**src/sv/tba_pkg.sv**
```systemverilog
// shared types and constants of the tile band colour averager
package tba_pkg;

  localparam int unsigned TileW   = 9;
  localparam int unsigned GapW    = 8;
  localparam int unsigned ImgW    = 13;
  localparam int unsigned PosW    = 12;
  localparam int unsigned StrideW = 10;
  localparam int unsigned ColsW   = 7;
  localparam int unsigned SumW    = 24;
  localparam int unsigned CntW    = 17;
  localparam int unsigned IdW     = 19;
  localparam int unsigned AvgW    = 16;
  localparam int unsigned DivNW   = 32;
  localparam int unsigned CfgIdxW = 3;
  localparam int unsigned CfgW    = 13;

  localparam logic [7:0]      AlphaMin = 8'd8;
  localparam logic [ImgW-1:0] MaxImage = 13'd4096;

  typedef enum logic [CfgIdxW-1:0] {
    CFG_TILE_W  = 3'd0,
    CFG_TILE_H  = 3'd1,
    CFG_SPACING = 3'd2,
    CFG_MARGIN  = 3'd3,
    CFG_SAMPLE  = 3'd4,
    CFG_IMG_W   = 3'd5,
    CFG_IMG_H   = 3'd6,
    CFG_NONE    = 3'd7
  } cfg_idx_e;

  // one stored word per tile column
  typedef struct packed {
    logic [SumW-1:0] sum_r;
    logic [SumW-1:0] sum_g;
    logic [SumW-1:0] sum_b;
    logic [CntW-1:0] cnt;
  } col_acc_t;

endpackage

```
**src/sv/tba_div.sv**
```systemverilog
// restoring divider, one quotient bit per cycle
module tba_div import tba_pkg::*; (
  input  logic             clk_i,
  input  logic             rst_ni,
  input  logic             start_i,
  input  logic [DivNW-1:0] num_i,
  input  logic [CntW-1:0]  den_i,
  output logic             done_o,
  output logic [DivNW-1:0] quot_o,
  output logic [CntW-1:0]  rem_o
);

  localparam int unsigned StepW = $clog2(DivNW + 1);

  logic [DivNW-1:0] quot_q;
  logic [CntW-1:0]  rem_q;
  logic [CntW-1:0]  den_q;
  logic [StepW-1:0] step_q;
  logic             busy_q;
  logic             done_q;
  logic [CntW:0]    trial;
  logic             fits;

  assign trial = {rem_q, quot_q[DivNW-1]};
  assign fits  = trial >= {1'b0, den_q};

  always_ff @(posedge clk_i or negedge rst_ni) begin
    if (!rst_ni) begin
      quot_q <= '0;
      rem_q  <= '0;
      den_q  <= '0;
      step_q <= '0;
      busy_q <= 1'b0;
      done_q <= 1'b0;
    end else begin
      done_q <= 1'b0;
      if (start_i) begin
        quot_q <= num_i;
        rem_q  <= '0;
        den_q  <= den_i;
        step_q <= StepW'(DivNW);
        busy_q <= 1'b1;
      end else if (busy_q) begin
        rem_q  <= fits ? CntW'(trial - {1'b0, den_q}) : trial[CntW-1:0];
        quot_q <= {quot_q[DivNW-2:0], fits};
        step_q <= step_q - 1'b1;
        if (step_q == StepW'(1)) begin
          busy_q <= 1'b0;
          done_q <= 1'b1;
        end
      end
    end
  end

  assign done_o = done_q;
  assign quot_o = quot_q;
  assign rem_o  = rem_q;

endmodule

```
**config.mk**
```make
export PLATFORM = sky130hd
export DESIGN_NAME = tba_div
export DESIGN_NICKNAME = d
export VERILOG_FILES = /design/src/sv/tba_pkg.sv /design/src/sv/tba_div.sv
export SDC_FILE = /design/constraint.sdc
export NUM_CORES = 1
export LEC_CHECK = 0
export BUFFER_PORTS_ARGS = -buffer_cell sky130_fd_sc_hd__buf_4
export CAP_MARGIN = 0
export CORE_UTILIZATION = 40
export DETAILED_ROUTE_END_ITERATION = 6
export HOLD_SLACK_MARGIN = 0.06
export SYNTH_ARGS = -nofsm -noshare
export SYNTH_HDL_FRONTEND = slang
export SYNTH_SLANG_ARGS = --single-unit
```
**constraint.sdc**
```tcl
create_clock -name clk_i -period 2.74 [get_ports clk_i]
set_clock_uncertainty 0.1 [all_clocks]
set_input_delay 0.411 -clock clk_i [delete_from_list [all_inputs] [get_ports clk_i]]
set_output_delay 0.411 -clock clk_i [all_outputs]
set_load 0.02 [all_outputs]
```
==> run_results.csv, run 1 <==
group,metric,value,unit
worst_setup_path,worstSetupPathType,"flip-flop to flip-flop",
synth,synth_top_family_by_area,"compound AO/OA/AOI/OAI gates",
power,ir_drop,0.323,mV
global_route,global_route.usage.total,19.0,%
layout,final_util,52.3,%
worst_setup_path,path_delay_family,"compound AO/OA/AOI/OAI gates",
layout,fin_nets,618,
flow_run,cap_violations,0,
layout,n_antenna_cell,0,
synth,synthMuxAreaShare,9.97,%
synth,ys_types,54,
detailed_routing,vias,3545,
power,p_per_area,826,mW/mm^2
timing,relSlewSlack,56.7,%
synth,synth_area,0.00423,sq mm
detailed_routing,avgViaCountPerCell,5.16,
placed_design,dp_hpwl,6930,um
power,p_seq_share,33.4,%
worst_setup_path,required,2.91,ns
worst_hold_path,hold_class,"primary input to flip-flop",
timing,tns,0,ns
global_route,gr-total-overflow,0,
placed_design,port-buffer-count,101,
placed_design,gp_congestion,0.830,
timing,fin_crit_sh,95.0,%
clock_network,clock_sinks,74,
detailed_routing,detail-route-antenna-nets,0,
clock_network,clk_latency,0.36,ns
power,intPower,2.74,mW
die,start_util,41.1,%
detailed_routing,routed_wl,9560,um
global_route,antenna_found_initial,0,
placed_design,placed_area,0.00514,sq mm
timing,grt_setup_unrepaired,"false",
synth,synthAdderAreaFrac,6.09,%
worst_setup_path,worstSetupEndpointType,"flip-flop",
power,p_sw_share,38.3,%
layout,drive_above_1_share,27.0,%
detailed_routing,routedWlPerCell,13.9,um
worst_setup_path,regToRegSetupSlack,0.14,ns
power,power,4.44,mW
detailed_routing,drtIter0Drc,145,
power,p_leak,2.80,nW
layout,syn_to_final_growth,27.2,%
global_route,grt_max_degree,57,
synth,synth_compound_area_share,16.7,%
detailed_routing,dr.pass1.iters,4,
power,pwr-share-clk,19.2,%
die,core,0.0103,sq mm
clock_network,clockBufferDepth,2,
clock_network,clk_pin_slew_worst_paths,0.08,ns
timing,period_needed,2.60,ns
clock_network,cts_tree,"built",
timing,fin_hold_ws,0.153,ns
die,ioPinCount,102,
detailed_routing,drc,0,
worst_setup_path,crit_slowest_cell,"or4_1",
worst_setup_path,cpPeakStageDelay,0.54,ns
die,die_w,105,um
timing,setup_viol,0,
synth,avgSynthCellArea,9.57,sq um
timing,tightest_slew,0.649,ns
worst_setup_path,startpoint_type,"flip-flop",
global_route,grt_pass1_vias,3583,
synth,synth_xor_area_share,3.31,%
synth,ys_seq_area_share,43.8,%
die,die_h,105,um
timing,slew_violations,0,
worst_setup_path,cp_num_buf_inv,0,
worst_setup_path,crit_chain,"ha_1, o211ai_1, a21oi_1, o21ai_2, nor2_1, or4_1, a211o_1, a311oi_2",
power,p_sw,1.70,mW
power,power_frac_comb,47.4,%
die,dieArea,0.0110,sq mm
synth,synth_fp_nets,514,
layout,fillers,977,
clock_network,h-tree-depth,3,
synth,ys_seq_elements,74,
worst_setup_path,crit_fanout,5,
clock_network,cts_buffers,9,
synth,synthArstFlopShare,100,%
global_route,grt_pass1_wl,16700,um
die,num_rows,37,
timing,clock.fmax,0.384,GHz
synth,postSynthCellCount,442,
synth,synthFlopType,"dfrtp_1",
layout,post-route-cell-area,0.00538,sq mm
timing,hold_viol,0,
run_status,status,"complete, no violations",
clock_network,clockRootBuffer,"clkbuf_8",
worst_setup_path,critPathArrivalTime,2.77,ns
synth,synthSimpleGateAreaFrac,14.2,%
synth,yosysWarnings,0,
synth,synth-edff-count,0,
-- power groups by stage --
stage               combinational, mW  clock, mW  sequential [mW]
CTS                              2.05      0.885             1.48
floorplan                        1.32          0             1.62
finish                           2.11      0.853             1.48
global placement                 2.02          0             1.50
global route                     2.34      0.934             1.52
detailed placement               2.04          0             1.50
-- what timing repair did --
action                                 in CTS  in global routing
setup endpoints to repair                   0                 18
buffers inserted                            0                  1
endpoints found under the hold margin      48                  0
resized for setup                           0                  9
hold buffers                                1                  0
-- per-layer routing --
layer,wire [um],part of all wire [%],GRT usage [%],vias to the layer above
met5,0,0,0,-
met4,178,1.9,8.05,0
met3,687,7.2,5.93,15
met2,4330,45,30.0,105
met1,4360,46,24.1,1676
li1,-,-,-,1749
-- cells in the final DEF, fill, tap and decap left out, drive strengths merged, types with 2 or more instances in the layout --
master and instances:
buf 116, nor2 34, o211ai 3, o21bai 2, nand2 61, xor2 5, nor3b 3, nand2b 7
dfrtp 74, a21oi 13, and3 2, a311oi 3, or4 2, inv 23, clkbuf 13, nor2b 3
nand4b 3, o21a 2, and2b 2, o21ai 59, o22ai 2, a21o 6, mux2i 41, ha 19
clkinv 2, or2 2, a211o 2, o221ai 2, xnor2 11, nand4 5, a211oi 14
-- metrics by stage --
step | setup slack, ns | cells
detailed placement | 0.0496 | 669
finish | 0.137 | 687
global route | 0.00366 | 687
CTS | 0.0199 | 686
global placement | 0.121 | 669
floorplan | 0.0501 | 442
-- worst register-to-register path, stage by stage, from the launching register on --
cell and delay, ns:
dfrtp_1 0.42, ha_1 0.38, o211ai_1 0.18, a21oi_1 0.10, o21ai_2 0.17, nor2_1 0.05, or4_1 0.54, a211o_1 0.33
a311oi_2 0.24
-- path summary, 6_finish.rpt --
path,to,depth (start not counted),startpoint
max,rem_o[13]$_DFFE_PN0P_,8,rem_o[1]$_DFFE_PN0P_
min,den_q[4]$_DFFE_PN0P_,3,den_i[4]
max reg2reg,rem_o[13]$_DFFE_PN0P_,8,rem_o[1]$_DFFE_PN0P_
min reg2reg,den_q[11]$_DFFE_PN0P_,2,den_q[11]$_DFFE_PN0P_
max in group asynchronous,quot_o[12]$_DFFE_PN0P_,3,rst_ni
min in group asynchronous,den_q[5]$_DFFE_PN0P_,2,rst_ni
-- synthesized netlist by cell type (4+ instances only) --
cell type | instances | area (sq um)
inv_1 | 23 | 86.3
o21ai_0 | 57 | 285
nand2b_1 | 7 | 43.8
mux2i_1 | 41 | 410
nor2_1 | 34 | 128
dfrtp_1 | 74 | 1850
a211oi_1 | 14 | 105
xor2_1 | 5 | 43.8
nand4_1 | 4 | 25.0
a21o_1 | 4 | 30.0
clkbuf_1 | 15 | 56.3
a21oi_1 | 13 | 65.1
nand2_1 | 61 | 229
ha_1 | 19 | 238
xnor2_1 | 11 | 96.3
-- registers in the layout, indices dropped and copies added, names as in the netlist --
name    count
quot_o     32
step_q      6
done_o      1
den_q      17
busy_q      1
rem_o      17
-- logic make-up after synthesis --
group                      Yosys count
and+or+nand+nor                    129
DFF                                 74
muxes                               42
AOI/OAI and AO/OA                  114
buffers and inverters               47
adders and majority gates           20
xor gates and xnor gates            16
-- cell type report --
| class | count | area, sq um | share of cell area, % |
|---|---|---|---|
| sequential | 74 | 1850 | 34.5 |
| timing repair buffer | 117 | 926 | 17.2 |
| tap | 136 | 170 | 3.16 |
| clock buffer | 13 | 149 | 2.77 |
| inverter | 23 | 86.3 | 1.61 |
| multi-input combinational | 321 | 2150 | 40.0 |
| clock inverter | 3 | 40.0 | 0.744 |
Power figures use the tool's default switching activity.
==> inputs of run 2 (changes only) <==
--- a/config.mk
+++ b/config.mk
@@ -10,6 +10,7 @@
 export CORE_UTILIZATION = 40
 export DETAILED_ROUTE_END_ITERATION = 6
 export HOLD_SLACK_MARGIN = 0.06
+export PLACE_DENSITY = 0.73
 export SYNTH_ARGS = -nofsm -noshare
 export SYNTH_HDL_FRONTEND = slang
 export SYNTH_SLANG_ARGS = --single-unit
==> run_results.csv, run 2 (synthesis results as in run 1) <==
group,metric,value,unit
placed_design,gp_congestion,0.853,
detailed_routing,vias,3587,
timing,fin_crit_sh,95.6,%
timing,clock.fmax,0.382,GHz
worst_setup_path,worstSetupPathType,"flip-flop to flip-flop",
flow_run,cap_violations,0,
timing,tightest_slew,0.567,ns
global_route,global_route.usage.total,19.5,%
detailed_routing,drtIter0Drc,141,
timing,tns,0,ns
global_route,gr-total-overflow,0,
clock_network,clock_sinks,74,
clock_network,h-tree-depth,3,
die,dieArea,0.0110,sq mm
detailed_routing,routed_wl,10200,um
global_route,grt_max_degree,60,
timing,setup_viol,0,
worst_setup_path,required,2.85,ns
placed_design,dp_slack,0.00180,ns
timing,relSlewSlack,61.6,%
global_route,grt_pass1_vias,3663,
worst_setup_path,crit_slowest_cell,"dfrtp_1",
layout,seqCellArea,0.00185,sq mm
die,start_util,41.1,%
die,num_rows,37,
detailed_routing,avgViaCountPerCell,5.22,
placed_design,dp_hpwl,7080,um
worst_setup_path,cpPeakStageDelay,0.41,ns
die,die_h,105,um
detailed_routing,routedWlPerCell,14.9,um
timing,hold_viol,0,
worst_hold_path,hold_class,"primary input to flip-flop",
run_status,status,"complete, no violations",
power,ir_drop,0.404,mV
worst_setup_path,crit_chain,"ha_1, fa_2, and2b_1, o21ai_0, and2b_2, o221ai_4, a21o_1, buf_12, mux2i_1, a211oi_1",
worst_setup_path,startpoint_type,"flip-flop",
detailed_routing,drc,0,
detailed_routing,detail-route-antenna-nets,0,
worst_setup_path,worstSetupEndpointType,"flip-flop",
layout,final_cell_mix,"buf_4 (113), dfrtp_1 (72), nand2_1 (61), o21ai_0 (57), mux2i_1 (40)",
layout,syn_to_final_growth,27.9,%
clock_network,clockRootBuffer,"clkbuf_8",
clock_network,cts_buffers,9,
clock_network,cts_setup_buffers,0,
layout,drive_above_1_share,27.4,%
layout,largest_reg_flops,32,
clock_network,clockBufferDepth,2,
clock_network,cts_tree,"built",
power,p_per_area,840,mW/mm^2
timing,slew_violations,0,
power,p_leak,2.79,nW
placed_design,port-buffer-count,101,
layout,mostFrequentLayoutCell,"buf_4",
layout,fillers,958,
worst_setup_path,crit_fanout,8,
timing,grt_setup_unrepaired,"false",
clock_network,clk_pin_slew_worst_paths,0.09,ns
clock_network,clk_latency,0.37,ns
layout,fin_nets,618,
die,die_w,105,um
layout,n_antenna_cell,0,
die,core,0.0103,sq mm
die,ioPinCount,102,
detailed_routing,dr.pass1.iters,4,
layout,multi_input_area,0.00218,sq mm
worst_setup_path,critPathArrivalTime,2.73,ns
timing,period_needed,2.62,ns
global_route,grt_pass1_wl,17300,um
global_route,antenna_found_initial,0,
timing,worst_slack,0.120,ns
-- run 2: power by group --
part | total [mW] | internal (mW) | switching, mW
logic | 2.20 | 1.05 | 1.16
clock network | 0.850 | 0.422 | 0.428
registers | 1.49 | 1.29 | 0.202
total | 4.54 | 2.76 | 1.79
-- run 2: path summary, 6_finish.rpt --
path / end / slack [ns] / startpoint / cells past startpoint
setup / recovery: rem_o[10]$_DFFE_PN0P_ / 0.12 / den_q[0]$_DFFE_PN0P_ / 10
hold / removal: den_q[2]$_DFFE_PN0P_ / 0.15 / den_i[2] / 3
setup reg to reg: rem_o[10]$_DFFE_PN0P_ / 0.12 / den_q[0]$_DFFE_PN0P_ / 10
hold reg to reg: den_q[15]$_DFFE_PN0P_ / 0.43 / den_q[15]$_DFFE_PN0P_ / 2
max in group asynchronous: den_q[16]$_DFFE_PN0P_ / 1.38 / rst_ni / 3
min in group asynchronous: den_q[4]$_DFFE_PN0P_ / 0.48 / rst_ni / 2
-- run 2: what timing repair did --
action                                  CTS  global route
endpoints found under the hold margin    43             0
endpoints found under the setup margin    3            13
gates resized for setup                   1             8
pin swaps                                 0             2
hold buffers                              1             0
cloned                                    0             1
-- run 2: layer usage --
layer  GRT usage [%]  wire length [um]  part of all wire [%]
met5               0                 0                     0
met4            6.24               147                   1.4
met3            6.86               722                   7.1
met2            32.1              4980                    49
met1            24.0              4360                    43
-- run 2: final cells by class --
| cell class | count | area share, % |
|---|---|---|
| Sequential cell | 74 | 34.3 |
| Inverter | 23 | 1.60 |
| Multi-Input combinational cell | 321 | 40.3 |
| Clock inverter | 6 | 1.25 |
| Tap cell | 136 | 3.15 |
| Timing Repair Buffer | 117 | 17.1 |
| Clock buffer | 10 | 2.36 |
-- run 2: critical path, delay by kind of cell, from the launching register on --
kind / cells / cell delay (ns)
compound gates: 4 / 0.58
mux: 1 / 0.20
buf+inv: 1 / 0.17
flops: 1 / 0.41
fa+ha+maj: 2 / 0.57
simple gates: 2 / 0.44
-- run 2: through the flow --
step / total power, mW / utilization, % / cell area, sq um / instances / hold slack, ns
floorplan: 2.94 / - / 4230 / 442 / 0.0154
global placement: 3.51 / 49.9 / 5120 / 669 / 0.342
detailed placement: 3.56 / 49.9 / 5120 / 669 / 0.351
CTS: 4.45 / 51.9 / 5340 / 686 / 0.135
global route: 4.86 / 52.6 / 5410 / 687 / 0.129
finish: 4.54 / 52.6 / 5410 / 687 / 0.150
